==> src/rtl/rtu_pkg.sv <==
// ----------------------------------------------------------------------------
// RTU frame check package
// Shared types, status codes and the byte-wide CRC-16/MODBUS update.
// ----------------------------------------------------------------------------
package rtu_pkg;

  localparam int          MIN_FRAME_LEN = 5;
  localparam logic [15:0] CRC_INIT      = 16'hFFFF;
  localparam logic [15:0] CRC_POLY      = 16'hA001;

  // Result kinds.
  localparam logic KIND_PAYLOAD = 1'b0;
  localparam logic KIND_STATUS  = 1'b1;

  // Frame status codes.
  localparam logic [1:0] STATUS_OK       = 2'd0;
  localparam logic [1:0] STATUS_SHORT    = 2'd1;
  localparam logic [1:0] STATUS_MISMATCH = 2'd2;

  // Result queue geometry.
  localparam int RES_DEPTH = 4;
  localparam int RES_PTR_W = $clog2(RES_DEPTH);
  localparam int RES_CNT_W = $clog2(RES_DEPTH + 1);

  typedef struct packed {
    logic        kind;
    logic [7:0]  payload_byte;
    logic [1:0]  status;
    logic [7:0]  station_id;
    logic [7:0]  function_code;
    logic [15:0] received_crc;
    logic        last;
  } result_t;

  // Results produced by one frame byte: an optional payload result followed
  // by an optional status result.
  typedef struct packed {
    logic    payload_v;
    logic    status_v;
    result_t payload;
    result_t status_res;
  } push_t;

  // One byte through the reflected CRC, eight shift steps unrolled.
  function automatic logic [15:0] crc_byte(input logic [15:0] crc, input logic [7:0] b);
    logic [15:0] c;
    c = crc ^ {8'h00, b};
    for (int i = 0; i < 8; i++) begin
      c = c[0] ? ((c >> 1) ^ CRC_POLY) : (c >> 1);
    end
    return c;
  endfunction

endpackage

==> src/rtl/rtu_if.sv <==
// ----------------------------------------------------------------------------
// RTU frame check channels
// Valid/ready channels for received frame bytes and for results.
// ----------------------------------------------------------------------------
interface rtu_in_if;
  logic       valid;
  logic       ready;
  logic [7:0] data_byte;
  logic       end_of_frame;

  modport source (output valid, output data_byte, output end_of_frame, input ready);
  modport sink   (input valid, input data_byte, input end_of_frame, output ready);
endinterface

interface rtu_out_if;
  logic        valid;
  logic        ready;
  logic        kind;
  logic [7:0]  payload_byte;
  logic [1:0]  status;
  logic [7:0]  station_id;
  logic [7:0]  function_code;
  logic [15:0] received_crc;
  logic        last;

  modport source (output valid, output kind, output payload_byte, output status,
                  output station_id, output function_code, output received_crc,
                  output last, input ready);
  modport sink   (input valid, input kind, input payload_byte, input status,
                  input station_id, input function_code, input received_crc,
                  input last, output ready);
endinterface

==> src/rtl/rtu_frame_core.sv <==
// ----------------------------------------------------------------------------
// RTU frame core
// Frame state, two-byte hold window and running CRC; builds the results of
// one byte in a single pass.
// ----------------------------------------------------------------------------
module rtu_frame_core import rtu_pkg::*; (
  input  logic       clk,
  input  logic       rst_n,
  input  logic       step,
  input  logic [7:0] byte_in,
  input  logic       eof_in,
  output push_t      push
);

  logic [15:0] crc_r, crc_nxt;
  logic [2:0]  count_r, count_nxt;
  logic [7:0]  older_r, older_nxt;
  logic [7:0]  newer_r, newer_nxt;
  logic [7:0]  station_r, station_nxt;
  logic [7:0]  function_r, function_nxt;

  logic [15:0] crc_adv;
  logic [15:0] rx_crc;
  logic [3:0]  total;
  logic        too_short;

  always_comb begin
    crc_adv      = (count_r >= 3'd2) ? crc_byte(crc_r, older_r) : crc_r;
    total        = {1'b0, count_r} + 4'd1;
    too_short    = total < 4'(MIN_FRAME_LEN);
    station_nxt  = (count_r == 3'd0) ? byte_in : station_r;
    function_nxt = (count_r == 3'd1) ? byte_in : function_r;
    // The two newest bytes, low byte first, once this byte is in the window.
    rx_crc       = {byte_in, newer_r};

    push.payload_v                = step && (count_r >= 3'd4);
    push.payload.kind             = KIND_PAYLOAD;
    push.payload.payload_byte     = older_r;
    push.payload.status           = STATUS_OK;
    push.payload.station_id       = 8'h00;
    push.payload.function_code    = 8'h00;
    push.payload.received_crc     = 16'h0000;
    push.payload.last             = !eof_in;

    push.status_v                 = step && eof_in;
    push.status_res.kind          = KIND_STATUS;
    push.status_res.payload_byte  = 8'h00;
    push.status_res.station_id    = station_nxt;
    push.status_res.function_code = function_nxt;
    push.status_res.last          = 1'b1;
    if (too_short) begin
      push.status_res.status       = STATUS_SHORT;
      push.status_res.received_crc = 16'h0000;
    end else begin
      push.status_res.status       = (crc_adv == rx_crc) ? STATUS_OK : STATUS_MISMATCH;
      push.status_res.received_crc = rx_crc;
    end

    // End of frame returns everything to the reset state.
    if (eof_in) begin
      crc_nxt      = CRC_INIT;
      count_nxt    = 3'd0;
      older_nxt    = 8'h00;
      newer_nxt    = 8'h00;
    end else begin
      crc_nxt      = crc_adv;
      count_nxt    = (count_r == 3'd7) ? 3'd7 : total[2:0];
      older_nxt    = newer_r;
      newer_nxt    = byte_in;
    end
  end

  always_ff @(posedge clk) begin
    if (!rst_n) begin
      crc_r      <= CRC_INIT;
      count_r    <= 3'd0;
      older_r    <= 8'h00;
      newer_r    <= 8'h00;
      station_r  <= 8'h00;
      function_r <= 8'h00;
    end else if (step) begin
      crc_r      <= crc_nxt;
      count_r    <= count_nxt;
      older_r    <= older_nxt;
      newer_r    <= newer_nxt;
      station_r  <= eof_in ? 8'h00 : station_nxt;
      function_r <= eof_in ? 8'h00 : function_nxt;
    end
  end

  // A frame end always leaves an empty frame state behind.
  assert property (@(posedge clk) disable iff (!rst_n)
    step && eof_in |=> count_r == 3'd0 && crc_r == CRC_INIT)
    else $error("frame state not cleared after end of frame");

  // A short frame never reports a CRC value and never yields a payload result.
  assert property (@(posedge clk) disable iff (!rst_n)
    push.status_v && push.status_res.status == STATUS_SHORT |->
      push.status_res.received_crc == 16'h0000 && !push.payload_v)
    else $error("short frame reported CRC or payload");

endmodule

==> src/rtl/rtu_result_fifo.sv <==
// ----------------------------------------------------------------------------
// RTU result queue
// Small register queue that takes up to two results a cycle and hands out
// one result a cycle.
// ----------------------------------------------------------------------------
module rtu_result_fifo import rtu_pkg::*; (
  input  logic    clk,
  input  logic    rst_n,
  input  push_t   push,
  input  logic    pop,
  output logic    room,
  output logic    head_v,
  output result_t head
);

  result_t                entry_r [RES_DEPTH];
  logic [RES_PTR_W-1:0]   wr_ptr_r, wr_ptr_nxt;
  logic [RES_PTR_W-1:0]   rd_ptr_r, rd_ptr_nxt;
  logic [RES_CNT_W-1:0]   count_r, count_nxt;
  logic [RES_PTR_W-1:0]   status_ptr;
  logic                   pop_ok;

  always_comb begin
    pop_ok     = pop && (count_r != '0);
    status_ptr = wr_ptr_r + RES_PTR_W'(push.payload_v);
    wr_ptr_nxt = wr_ptr_r + RES_PTR_W'(push.payload_v) + RES_PTR_W'(push.status_v);
    rd_ptr_nxt = rd_ptr_r + RES_PTR_W'(pop_ok);
    count_nxt  = count_r + RES_CNT_W'(push.payload_v) + RES_CNT_W'(push.status_v)
               - RES_CNT_W'(pop_ok);
    // Room for the worst case of two results from one byte.
    room       = count_r <= RES_CNT_W'(RES_DEPTH - 2);
    head_v     = count_r != '0;
    head       = entry_r[rd_ptr_r];
  end

  always_ff @(posedge clk) begin
    if (!rst_n) begin
      wr_ptr_r <= '0;
      rd_ptr_r <= '0;
      count_r  <= '0;
    end else begin
      wr_ptr_r <= wr_ptr_nxt;
      rd_ptr_r <= rd_ptr_nxt;
      count_r  <= count_nxt;
    end
  end

  always_ff @(posedge clk) begin
    if (push.payload_v) begin
      entry_r[wr_ptr_r] <= push.payload;
    end
    if (push.status_v) begin
      entry_r[status_ptr] <= push.status_res;
    end
  end

  assert property (@(posedge clk) disable iff (!rst_n)
    (push.payload_v || push.status_v) |-> room)
    else $error("result pushed without room");

  assert property (@(posedge clk) disable iff (!rst_n)
    count_r <= RES_CNT_W'(RES_DEPTH))
    else $error("result queue overflow");

endmodule

==> src/rtl/rtu_frame_crc_check.sv <==
// ----------------------------------------------------------------------------
// RTU frame CRC check
// Receives a Modbus RTU frame byte by byte, passes payload bytes and
// reports one status result per frame.
// ----------------------------------------------------------------------------
// Path: a byte is accepted into the input register, and its results are then
// written to the result queue, from which the first of them is offered.
// Throughput: one byte per cycle while the result queue has room; the final
// byte of a frame of five or more bytes yields two results, handed out in order.
// Reset: synchronous, active low; clears the frame state to an empty frame
// with the CRC at 0xFFFF and empties the input register and result queue.
module rtu_frame_crc_check import rtu_pkg::*; (
  input logic      clk,
  input logic      rst_n,
  rtu_in_if.sink   in_ch,
  rtu_out_if.source out_ch
);

  // Input register. A request is held here until the result queue has room
  // for both results that it may cause.
  logic       in_v_r, in_v_nxt;
  logic [7:0] in_byte_r;
  logic       in_eof_r;

  logic       room;
  logic       step;
  logic       accept;
  push_t      push;
  logic       head_v;
  result_t    head;

  // The byte in the input register is processed whenever the queue can take
  // its results; the register refills in the same cycle, so bytes stream at
  // one per cycle while the output keeps up.
  assign step     = in_v_r && room;
  assign in_ch.ready = !in_v_r || step;
  assign accept   = in_ch.valid && in_ch.ready;

  always_comb begin
    if (accept) begin
      in_v_nxt = 1'b1;
    end else if (step) begin
      in_v_nxt = 1'b0;
    end else begin
      in_v_nxt = in_v_r;
    end
  end

  always_ff @(posedge clk) begin
    if (!rst_n) begin
      in_v_r <= 1'b0;
    end else begin
      in_v_r <= in_v_nxt;
    end
  end

  always_ff @(posedge clk) begin
    if (accept) begin
      in_byte_r <= in_ch.data_byte;
      in_eof_r  <= in_ch.end_of_frame;
    end
  end

  // Frame state, hold window and CRC: all the work of one byte happens in
  // this single combinational pass.
  rtu_frame_core u_core (
    .clk     (clk),
    .rst_n   (rst_n),
    .step    (step),
    .byte_in (in_byte_r),
    .eof_in  (in_eof_r),
    .push    (push)
  );

  // Results are queued in order: payload first, then the frame status.
  rtu_result_fifo u_fifo (
    .clk    (clk),
    .rst_n  (rst_n),
    .push   (push),
    .pop    (out_ch.ready),
    .room   (room),
    .head_v (head_v),
    .head   (head)
  );

  assign out_ch.valid         = head_v;
  assign out_ch.kind          = head.kind;
  assign out_ch.payload_byte  = head.payload_byte;
  assign out_ch.status        = head.status;
  assign out_ch.station_id    = head.station_id;
  assign out_ch.function_code = head.function_code;
  assign out_ch.received_crc  = head.received_crc;
  assign out_ch.last          = head.last;

  // A byte waiting for queue room stays put in the input register.
  assert property (@(posedge clk) disable iff (!rst_n)
    in_v_r && !step |=> in_v_r && $stable(in_byte_r) && $stable(in_eof_r))
    else $error("stalled input byte lost");

endmodule
==> src/flat_wrapper.sv <==
// flat-port wrapper written by rule: the top's interface ports become plain ports
module rtu_frame_crc_check_flat import rtu_pkg::*;
  (clk, rst_n, in_ch_valid, in_ch_data_byte, in_ch_end_of_frame, in_ch_ready, out_ch_valid, out_ch_kind, out_ch_payload_byte, out_ch_status, out_ch_station_id, out_ch_function_code, out_ch_received_crc, out_ch_last, out_ch_ready);
  rtu_in_if in_ch_i ();
  rtu_out_if out_ch_i ();
  input logic clk;
  input logic rst_n;
  input wire logic [$bits(in_ch_i.valid)-1:0] in_ch_valid;
  input wire logic [$bits(in_ch_i.data_byte)-1:0] in_ch_data_byte;
  input wire logic [$bits(in_ch_i.end_of_frame)-1:0] in_ch_end_of_frame;
  output wire logic [$bits(in_ch_i.ready)-1:0] in_ch_ready;
  output wire logic [$bits(out_ch_i.valid)-1:0] out_ch_valid;
  output wire logic [$bits(out_ch_i.kind)-1:0] out_ch_kind;
  output wire logic [$bits(out_ch_i.payload_byte)-1:0] out_ch_payload_byte;
  output wire logic [$bits(out_ch_i.status)-1:0] out_ch_status;
  output wire logic [$bits(out_ch_i.station_id)-1:0] out_ch_station_id;
  output wire logic [$bits(out_ch_i.function_code)-1:0] out_ch_function_code;
  output wire logic [$bits(out_ch_i.received_crc)-1:0] out_ch_received_crc;
  output wire logic [$bits(out_ch_i.last)-1:0] out_ch_last;
  input wire logic [$bits(out_ch_i.ready)-1:0] out_ch_ready;
  assign in_ch_i.valid = in_ch_valid;
  assign in_ch_i.data_byte = in_ch_data_byte;
  assign in_ch_i.end_of_frame = in_ch_end_of_frame;
  assign in_ch_ready = in_ch_i.ready;
  assign out_ch_valid = out_ch_i.valid;
  assign out_ch_kind = out_ch_i.kind;
  assign out_ch_payload_byte = out_ch_i.payload_byte;
  assign out_ch_status = out_ch_i.status;
  assign out_ch_station_id = out_ch_i.station_id;
  assign out_ch_function_code = out_ch_i.function_code;
  assign out_ch_received_crc = out_ch_i.received_crc;
  assign out_ch_last = out_ch_i.last;
  assign out_ch_i.ready = out_ch_ready;
  rtu_frame_crc_check u_core (.clk(clk), .rst_n(rst_n), .in_ch(in_ch_i), .out_ch(out_ch_i));
endmodule
==> config.mk <==
export PLATFORM = sky130hd
export DESIGN_NAME = rtu_frame_crc_check_flat
export DESIGN_NICKNAME = d
export VERILOG_FILES = /design/src/rtl/rtu_pkg.sv /design/src/rtl/rtu_if.sv /design/src/rtl/rtu_frame_core.sv /design/src/rtl/rtu_result_fifo.sv /design/src/rtl/rtu_frame_crc_check.sv /design/src/flat_wrapper.sv
export SDC_FILE = /design/constraint.sdc
export NUM_CORES = 1
export LEC_CHECK = 0
export BUFFER_PORTS_ARGS = -buffer_cell sky130_fd_sc_hd__buf_4
export CAP_MARGIN = 20
export CORE_ASPECT_RATIO = 1.5
export CORE_MARGIN = 2
export CORE_UTILIZATION = 30
export CTS_CLUSTER_SIZE = 12
export DETAILED_ROUTE_END_ITERATION = 8
export PLACE_DENSITY_LB_ADDON = 0.15
export RECOVER_POWER = 50
export SLEW_MARGIN = 40
export SYNTH_ARGS = -nofsm -noshare
export SYNTH_HDL_FRONTEND = slang
export SYNTH_SLANG_ARGS = --single-unit
==> constraint.sdc <==
create_clock -name clk -period 10.6 [get_ports clk]
set_clock_uncertainty 0.15 [all_clocks]
set_input_delay 0.53 -clock clk [delete_from_list [all_inputs] [get_ports clk]]
set_output_delay 0.53 -clock clk [all_outputs]
set_load 0.01 [all_outputs]
==> flow_summary_export.csv <==
group,metric,value,unit
outcome,status,"complete, but fails checks",
outcome,violations,"capacitance limit, slew limit",
global_route,grt_start_max_net_pins,60,
clocking,cts_tree,"built",
sta,timing.setup.tns,0,ns
power,leakagePower,0.004103,µW
logic_synthesis,synth_sequential_area_ratio,0.5973,
routing,routed-wl-met3,827,µm
critical_path,path_max_fanout,59,
clocking,clk_tree_root_cell,"sky130_fd_sc_hd__clkbuf_16",
critical_path,worst-endpoint-arrival,6.65,ns
global_route,first_global_vias,7075,
clocking,clock_tree.htree_level_count,1,
sta,worst_pin_slew,2.597,ns
clocking,clock_path_buffers,3,
logic_synthesis,syn_area_per_cell,11.66,µm²
clocking,postCtsSetupBuffers,0,
logic_synthesis,synthesis.yosys.warnings,0,
routing,met1Wirelength,11390,µm
critical_path,timing.setup.critical_path_class,"register to register",
sta,period_minus_slack,6.588,ns
clocking,worstSkewPairLatency,0.54,ns
logic_synthesis,postSynth.asyncResetShare,0,
critical_path,setup.worst_path.start_class,"register",
logic_synthesis,synth-edff-count,145,
job,timing.max_cap.violations,7,
logic_synthesis,flip_flop_and_latch_count_after_synthesis,244,
floorplan,core.rowCount,84,
power,vdd_ir_drop_max,0.1285,mV
clocking,clk_pin_slew,0.06,ns
routing,routed_wl,27900,µm
critical_path,ff2ff_setup_slack,4.01,ns
global_route,globalRouteOverflowTotal,0,
finish,final_net_count,979,
routing,vias_per_cell,4.688,
logic_synthesis,synth.cells.most_frequent,"sky130_fd_sc_hd__nor2_1 (175), sky130_fd_sc_hd__edfxtp_1 (145), sky130_fd_sc_hd__nand2_1 (142)",
worst_hold_path,min-delay-path-class,"input port to register",
finish,antenna_cells_inserted,0,
logic_synthesis,synthDominantAreaCellType,"sky130_fd_sc_hd__edfxtp_1",
global_route,initial_antenna_violation_count,0,
routing,met2RoutedLength,15090,µm
routing,drc,0,
clocking,post_cts_resized,0,
clocking,cts_buffer_count,26,
sta,grt_setup_unrepaired,"false",
placement,port_buffers,58,
power,power_per_cell_area,219.1,mW/mm²
clocking,numClockSinks,244,
placement,place.detailed.hpwl,17540,µm
sta,final_critical_path_share_of_the_clock_period,0.6215,
floorplan,floorplan.io_pins,59,
sta,finalMaxSlewViolations,272,
finish,post_route_cells_drive_above_1_share,0.1294,
logic_synthesis,mappedNetlistArea,0.01061,mm²
logic_synthesis,synthCells,910,
placement,gp_routability_congestion,0.7994,
logic_synthesis,netlist_top_cells_area,"sky130_fd_sc_hd__edfxtp_1 (41%), sky130_fd_sc_hd__dfxtp_1 (19%), sky130_fd_sc_hd__mux4_2 (9.3%)",
logic_synthesis,ys_types,45,
global_route,grt_first_pass_wirelength,42660,µm
routing,wl_per_cell,19.28,µm
floorplan,coreArea,0.03500,mm²
floorplan,start_util,0.3031,
sta,worst_slew_margin_rel,-0.7316,
routing,drtAntennaViolNets,0,
floorplan,die_height,234.3,µm
floorplan,die_area,0.03691,mm²
logic_synthesis,yosys.area.top_type_share,0.4105,
routing,drt_iter0_drc,398,
logic_synthesis,number_of_nets_in_the_synthesized_netlist,935,
floorplan,die_width,157.5,µm
logic_synthesis,post-synth-top-count-cell,"sky130_fd_sc_hd__nor2_1",
routing,via_count,6783,
clocking,cts_hold_buffers,0,
sta,max_freq,151.8,MHz
sta,final-setup-viol-count,0,
logic_synthesis,top_reg_cell_synth,"sky130_fd_sc_hd__edfxtp_1",
global_route,grt_usage,0.1543,
critical_path,worstSetupEndpointType,"register",
finish,areaGrowthSynthToFinish,14.97,%
routing,firstDrtPassIters,4,
sta,hold_violations,0,
placement,detailed_place.area,0.01157,mm²
power,totalPowerFinal,2673,µW
critical_path,worst_ep_required_time,10.66,ns
finish,stdcell_area,0.01220,mm²
routing,top_layer,"met4",
==> flip-flops by register name, indices dropped and copies added (netlist names) <==
name and flops:
u_core.in_byte_r 8, u_core.in_eof_r 1, u_core.in_v_r 1, u_core.u_core.count_r 3, u_core.u_core.crc_r 16, u_core.u_core.function_r 8
u_core.u_core.newer_r 8, u_core.u_core.older_r 8, u_core.u_core.station_r 8, u_core.u_fifo.count_r 3, u_core.u_fifo.entry_r 176, u_core.u_fifo.rd_ptr_r 2
u_core.u_fifo.wr_ptr_r 2
==> final timing paths <==
path,start,to,depth (start not counted)
worst min-delay path,in_ch_data_byte[4],u_core.in_byte_r[4]$_DFFE_PP_,1
worst max-delay path,u_core.u_fifo.count_r[0]$_SDFF_PN0_,u_core.u_fifo.entry_r[1][25]$_DFFE_PP_,11
worst min register to register,u_core.u_fifo.entry_r[1][38]$_SDFFE_PP0P_,u_core.u_fifo.entry_r[1][38]$_SDFFE_PP0P_,2
worst max register to register,u_core.u_fifo.count_r[0]$_SDFF_PN0_,u_core.u_fifo.entry_r[1][25]$_DFFE_PP_,11
==> kinds of logic after synthesis <==
kind of cell / share of synthesized area
AOI/OAI and AO/OA: 0.06299
and+or+nand+nor: 0.1435
xor gates and xnor gates: 0.03704
muxes: 0.1180
adders and majority gates: 0.01557
DFF: 0.5973
buffers and inverters: 0.02560
==> cell type report <==
type | instances | area, µm²
Fill cell | 3492 | 22800
Sequential cell | 244 | 6337
Multi-Input combinational cell | 594 | 4023
Clock buffer | 43 | 777.0
Tap cell | 473 | 591.8
Timing Repair Buffer | 72 | 379.1
Inverter | 16 | 60.06
Clock inverter | 5 | 27.53
==> layout by cell type (no fill, tap or decap), types with 3 or more instances in the layout <==
| cell | netlist | final |
|---|---|---|
| sky130_fd_sc_hd__dfxtp_1 | 99 | 98 |
| sky130_fd_sc_hd__nor2b_1 | 5 | 3 |
| sky130_fd_sc_hd__nand4_1 | 3 | 3 |
| sky130_fd_sc_hd__inv_1 | 16 | 16 |
| sky130_fd_sc_hd__ha_1 | 10 | 10 |
| sky130_fd_sc_hd__a21oi_1 | 50 | 50 |
| sky130_fd_sc_hd__edfxtp_1 | 145 | 145 |
| sky130_fd_sc_hd__clkbuf_1 | 46 | 55 |
| sky130_fd_sc_hd__clkinv_2 | 0 | 3 |
| sky130_fd_sc_hd__o211ai_1 | 18 | 18 |
| sky130_fd_sc_hd__o21ai_0 | 6 | 6 |
| sky130_fd_sc_hd__nand3_1 | 16 | 16 |
| sky130_fd_sc_hd__and2_0 | 0 | 4 |
| sky130_fd_sc_hd__mux4_2 | 44 | 44 |
| sky130_fd_sc_hd__a211oi_1 | 19 | 19 |
| sky130_fd_sc_hd__xnor2_1 | 23 | 23 |
| sky130_fd_sc_hd__buf_4 | 0 | 18 |
| sky130_fd_sc_hd__xor2_1 | 7 | 7 |
| sky130_fd_sc_hd__clkbuf_4 | 0 | 9 |
| sky130_fd_sc_hd__and2_1 | 12 | 8 |
| sky130_fd_sc_hd__clkbuf_16 | 0 | 27 |
| sky130_fd_sc_hd__nor3_1 | 5 | 4 |
| sky130_fd_sc_hd__nor2_1 | 175 | 174 |
| sky130_fd_sc_hd__clkbuf_8 | 0 | 4 |
| sky130_fd_sc_hd__or3_1 | 3 | 3 |
| sky130_fd_sc_hd__nand2_1 | 142 | 142 |
| sky130_fd_sc_hd__mux2i_1 | 26 | 26 |
==> routing by layer <==
layer | vias to the layer above | track usage
li1 | 3311 | -
met5 | - | 0
met3 | 35 | 0.01700
met2 | 109 | 0.2918
met4 | 0 | 0.04773
met1 | 3328 | 0.1809
==> stage by stage <==
stage          cells  hold WS [ns]  setup slack [ns]    util
2_1_floorplan    910        0.2687             7.216       -
3_3_place_gp    1399        0.2911             6.742  0.3297
3_5_place_dp    1399        0.2948             6.620  0.3305
4_1_cts         1447     0.0003040             6.592  0.3535
5_1_grt         1447       0.02367             3.320  0.3485
6_report        1447       0.04812             4.012  0.3485
==> critical path, cell delays in order (launching register included) <==
cell,delay (ns)
sky130_fd_sc_hd__dfxtp_1,0.34
sky130_fd_sc_hd__nor3b_1,0.34
sky130_fd_sc_hd__o21a_2,0.17
sky130_fd_sc_hd__clkbuf_1,1.83
sky130_fd_sc_hd__nand2_1,0.53
sky130_fd_sc_hd__inv_1,0.28
sky130_fd_sc_hd__ha_1,0.23
sky130_fd_sc_hd__xnor2_1,0.16
sky130_fd_sc_hd__nand3_1,0.12
sky130_fd_sc_hd__clkbuf_1,1.58
sky130_fd_sc_hd__nand2_1,0.10
sky130_fd_sc_hd__buf_4,0.40
==> power by group <==
group | switching, µW | internal (µW)
registers | 77.3 | 1080
logic | 369 | 279
clock network | 371 | 498
total | 817 | 1860
Power figures use the tool's default switching activity.
